**src/rtl/hrc_pkg.sv**
```systemverilog
`default_nettype none

package hrc_pkg;

  // Character codes used when decoding a record.
  localparam logic [7:0] CHAR_DIGIT_LO  = 8'h30;  // '0'
  localparam logic [7:0] CHAR_DIGIT_HI  = 8'h39;  // '9'
  localparam logic [7:0] CHAR_LETTER_LO = 8'h41;  // 'A'
  localparam logic [7:0] CHAR_LETTER_HI = 8'h5A;  // 'Z'
  localparam logic [5:0] LETTER_BASE    = 6'd10;

  // Reset value of the stop character (carriage return).
  localparam logic [7:0] STOP_CHAR_RESET = 8'd13;

  // Decoded value of one character; a letter can reach 35.
  typedef struct packed {
    logic       ok;
    logic [5:0] val;
  } char_val_t;

  function automatic char_val_t char_value(input logic [7:0] c);
    char_val_t r;
    logic [7:0] diff;
    r    = '0;
    diff = '0;
    if ((c >= CHAR_DIGIT_LO) && (c <= CHAR_DIGIT_HI)) begin
      diff  = c - CHAR_DIGIT_LO;
      r.ok  = 1'b1;
      r.val = diff[5:0];
    end else if ((c >= CHAR_LETTER_LO) && (c <= CHAR_LETTER_HI)) begin
      diff  = c - CHAR_LETTER_LO;
      r.ok  = 1'b1;
      r.val = diff[5:0] + LETTER_BASE;
    end
    return r;
  endfunction

endpackage

`default_nettype wire

```
**src/rtl/hrc_byte_decode.sv**
```systemverilog
`default_nettype none

module hrc_byte_decode import hrc_pkg::*; (
  input  wire logic [7:0] hi_char,
  input  wire logic [7:0] lo_char,
  output logic      [7:0] byte_val
);

  char_val_t hi_v;
  char_val_t lo_v;

  // Decode both characters of the pair.
  assign hi_v = char_value(hi_char);
  assign lo_v = char_value(lo_char);

  // Combine: high nibble shifted up, low value ORed in, kept to 8 bits.
  // An invalid character on either side gives a zero byte.
  always_comb begin
    if (hi_v.ok && lo_v.ok) begin
      byte_val = {hi_v.val[3:0], 4'b0000} | {2'b00, lo_v.val};
    end else begin
      byte_val = 8'h00;
    end
  end

endmodule

`default_nettype wire

```
**config.mk**
```make
export PLATFORM = sky130hd
export DESIGN_NAME = hrc_byte_decode
export DESIGN_NICKNAME = d
export VERILOG_FILES = /design/src/rtl/hrc_pkg.sv /design/src/rtl/hrc_byte_decode.sv
export SDC_FILE = /design/constraint.sdc
export NUM_CORES = 1
export LEC_CHECK = 0
export ABC_AREA = 1
export BUFFER_PORTS_ARGS = -buffer_cell sky130_fd_sc_hd__buf_2
export CELL_PAD_IN_SITES_DETAIL_PLACEMENT = 0
export CELL_PAD_IN_SITES_GLOBAL_PLACEMENT = 2
export CORE_UTILIZATION = 25
export DETAILED_ROUTE_END_ITERATION = 6
export PLACE_DENSITY = 0.88
export SLEW_MARGIN = 40
export SYNTH_ARGS = -nofsm -noshare
export SYNTH_HDL_FRONTEND = slang
export SYNTH_SLANG_ARGS = --single-unit
export TNS_END_PERCENT = 50
```
**constraint.sdc**
```tcl
create_clock -name vclk -period 1.2
set_input_delay 0.12 -clock vclk [all_inputs]
set_output_delay 0.12 -clock vclk [all_outputs]
set_load 0.1 [all_outputs]
```
# Word level (Yosys, flattened, before mapping)
# Cells that the tools add are included.
# totals
mem_bits_ro	0
ramBits	0
regBits	0
wordCells	25
output_inout_bits	8
in_bits	16
mem_count	0
latchBits	0
# classes
div	0
bitwise	1
mux	5
shifts	0
order_cmp	8
reduce_logical	5
n_eq_ne	0
add_sub_neg	6
mul	0
# ops
op	n
two-way mux 7 bit	4
greater-or-equal comparator 8 x 6 -> 1 bit, second input constant	2
greater-or-equal comparator 8 x 7 -> 1 bit, second input constant	2
less-or-equal comparator 8 x 6 -> 1 bit, second input constant	2
less-or-equal comparator 8 x 7 -> 1 bit, second input constant	2
adder 6 x 4 -> 6 bit, second input constant	2
subtractor 6 x 1 -> 6 bit, second input constant	2
subtractor 6 bit, second input constant	2
two-way mux 8 bit	1
OR 8 x 6 -> 8 bit	1
logical AND 1 bit	5

# Depth between registers and ports, before layout
# logic_depth
ltp_word	6
depth_mapped	11
mapped_depth_nobuf	11

# Least setup slack after synthesis
# No wires, ideal clock.
# synth_path
path_kind	input -> output
from	in hi_char[1]
to	out byte_val[6]
n_path_buf	0
arrival_ps	2108
slack_ps	-1028
path_stages	8
required_time_ps	1080
cell_sequence	inv_1 ha_1 o21ai_0 nand2_1 nand2_1 nand2_1 xor2_1 nor2_1
# synth_via
elab_chain_len	6
elab_cells_between_ends	14
cone_classes	add/sub: 3; order compare: 4; mux: 3; bitwise: 1; reduce/logical: 3
# synth_lines
item	line_no	source
start: declaration	hrc_byte_decode.sv:4	input wire logic [7:0] hi_char,
subtractor 6 x 1 -> 6 bit, or another cell as far along	hrc_pkg.sv:31	diff = c - CHAR_LETTER_LO;
adder 6 x 4 -> 6 bit / logical AND 1 bit (equally long branches)	hrc_pkg.sv:33, hrc_pkg.sv:30	
two-way mux 7 bit	hrc_pkg.sv:30	end else if ((c >= CHAR_LETTER_LO) && (c <= CHAR_LETTER_HI)) begin
two-way mux 7 bit *	hrc_pkg.sv:26	if ((c >= CHAR_DIGIT_LO) && (c <= CHAR_DIGIT_HI)) begin
OR 8 x 6 -> 8 bit / logical AND 1 bit (equally long branches)	hrc_byte_decode.sv:20, hrc_byte_decode.sv:19	
two-way mux 8 bit *	hrc_byte_decode.sv:19	if (hi_v.ok && lo_v.ok) begin
end: declaration	hrc_byte_decode.sv:6	output logic [7:0] byte_val
# Every way passes the cells marked *; elsewhere a longest branch is shown, timed or not.

# Worst setup path after layout
# layout_path
from	in lo_char[1]
to	out byte_val[1]
# layout_via
elab_chain_len	6
elab_cells_between_ends	14
cone_classes	add/sub: 3; order compare: 4; mux: 3; bitwise: 1; reduce/logical: 3
# layout_lines
item	line_no	source
start: declaration	hrc_byte_decode.sv:5	input wire logic [7:0] lo_char,
subtractor 6 x 1 -> 6 bit, or another cell as far along	hrc_pkg.sv:31	
adder 6 x 4 -> 6 bit / logical AND 1 bit (equally long branches)	hrc_pkg.sv:33, hrc_pkg.sv:30	
two-way mux 7 bit	hrc_pkg.sv:30	
two-way mux 7 bit *	hrc_pkg.sv:26	
OR 8 x 6 -> 8 bit / logical AND 1 bit (equally long branches)	hrc_byte_decode.sv:20, hrc_byte_decode.sv:19	
two-way mux 8 bit *	hrc_byte_decode.sv:19	
# Marked as above.

==> reports/qor.txt <==
Status = finished, violations left
Violated checks = setup timing
Post-Synth Adder-Cell Area = 23.55%
GR met1 Demand/Resource = 17.84%
Max_cap viols = 0
Die span in y = 50.35 um
Hold path endpoint = byte_val[0]
Seq Cell Count = 0
Top Ports = 24
Syn Std Cell Area = 584.3 um2
Vias in the first global route = 662
Residual DRC = 0
Synthesized area per cell = 5.673 um2
Met3 Use GR = 0%
CLK BUF = 0
Finished Layout Cells = 179
Fillcell total = 218
Initial antenna violation count = 0
Global route overflow = 0
YS warnings = 0
1st-pass router iterations = 3
Starting density of the core = 26.41%
Routed Wire Length = 1.753 mm
Routed length per instance = 9.793 um
Worst setup margin = -215.3 ps
Final GP Congestion = 0.7758
Final period util = 117.9%
Worst Setup Start Kind = input port
Worst-path fanout max = 3
Die area = 2535 um2
Post-Synth Simple-Gate Area = 51.82%
Post-Synth XOR/XNOR Area = 7.281%
# diodes = 0
DP Cell Count = 175
Highest Clock Rate = 706.6 MHz
Post-layout minimum cycle time = 1415 ps
Top Usage Layer GRT = met2
Util after Layout = 61.48%
Yosys top cell by area = ha_1
Hold depth = 6
Register area = 0 um2
Largest net degree at the start of global routing = 9
WS Path Type = in2out
Nets = 180
Chip width = 50.35 um
Synth cell count leaders = nand2_1, nor2_1, inv_1
Worst slew pin tran = 214.1 ps
DRT iter0 DRCs = 3
Final-report setup violation count = 8
Hold_buf cts = 0
Final hold vios = 0
Min-delay worst type = in2out
Syn Inst Count = 103
Pre-CTS setup slack = -360.0 ps
Pwr dens = 264.3 nW/um2
Post-DRT Antenna Nets = 0
Setup crit end kind = primary output
Syn-to-layout area delta = 132.8%
Worst slew margin = 85.67%
Vias per cell = 4.302
Largest cells by area after synthesis = ha_1, nand2_1, nor2_1
Post-synthesis compound-gate area fraction = 6.210%
Largest family of logic cells by synthesized area = simple AND/OR/NAND/NOR gates
All-Layer GR Usage = 13.56%
Multi-input gate area = 765.7 um2
RSZ-0062 raised after global routing = yes
Required @ worst endpoint = 1080 ps
Min-Delay Startpoint = lo_char[0]
Via count = 770
GR Util met2 = 26.00%
Synth cell types = 19
Syn Nets = 130
Slew Limit Fails = 0
Worst IR Drop VDD = 0.1337 mV
Row count = 17
Post-synthesis mux area share = 0%
Critical Path AT = 1300 ps
Sequential-to-total area share from yosys stat = 0%
Most common cell in the synthesized netlist = nand2_1
Top-area cell type share of the netlist area = 23.55%
Dpl hpwl = 1.458 mm
Share of cells above drive strength 1 = 64.24%
Pleak = 0.6346 nW
Core box area = 2212 um2
First-pass GRT wire length = 2.780 mm
I/O Buffers = 24
[area by class of cell]
cell class,instances,area share [%]
Multi-Input combinational cell,86,56.30
Timing Repair Buffer,48,35.05
Inverter,17,6.072
Tap cell,28,2.576
[logic make-up after synthesis]
kind of cell / Yosys count
adders and majority gates: 11
and+or+nand+nor: 65
buffers and inverters: 17
AOI/OAI and AO/OA: 6
xor gates and xnor gates: 4
[timing repair]
action | in CTS | in global routing
gates resized for setup | 20 | 24
buffers inserted | 4 | 0
pin swaps | 20 | 23
endpoints found under the setup margin | 8 | 8
[how the worst max path moves through the flow]
stage,start,endpoint,slack [ps],cells after the start
floorplan,lo_char[1],byte_val[3],-280,8
global placement,lo_char[1],byte_val[4],-330,10
detailed placement,lo_char[1],byte_val[7],-360,10
CTS,lo_char[0],byte_val[7],-260,13
global route,lo_char[1],byte_val[1],-280,11
finish,lo_char[1],byte_val[1],-220,11
[cell usage in the layout (no fill, tap or decap), types with 2 or more instances in the layout]
cell type	netlist	layout
buf_12	0	10
buf_2	0	11
buf_4	0	22
buf_6	0	5
ha_1	11	5
ha_4	0	5
inv_1	16	7
inv_2	0	6
inv_4	0	2
nand2_1	25	19
nand2_2	4	4
nand2_4	2	7
nand3_1	10	9
nand4_1	2	2
nor2_1	17	8
nor2_2	2	3
nor2_4	0	8
o21ai_2	1	2
xor2_2	1	3
[power by group]
| group | leakage (nW) | internal [mW] | total [mW] | switching [mW] |
|---|---|---|---|---|
| sequential | 0 | 0 | 0 | 0 |
| combinational | 0.635 | 0.171 | 0.359 | 0.188 |
| clock | 0 | 0 | 0 | 0 |
| total | 0.635 | 0.171 | 0.359 | 0.188 |
[critical path, cell delays in order]
cell and delay, ps:
buf_12 120, inv_12 50, buf_4 100, nor2_1 60, o21bai_4 180, buf_6 120
nand4_1 100, nand2_1 100, inv_2 50, nor2_4 110, buf_12 180
[stage by stage]
step	cell area (um2)	total power [mW]	hold slack [ps]	TNS, ps
3_5_place_dp	1161	0.2914	774.1	-2761
2_1_floorplan	735.7	0.1557	490.2	-2004
3_3_place_gp	1161	0.2835	764.0	-2637
5_1_grt	1360	0.3900	779.9	-2140
4_1_cts	1254	0.3252	774.1	-1873
6_report	1360	0.3594	749.8	-1541
[layer usage]
metal | vias up | share of wire [%]
met5 | - | 0
met4 | 0 | 0
met3 | 0 | 1.4
met2 | 11 | 55
li1 | 412 | -
met1 | 347 | 43
(Power assumes the default switching activity.)
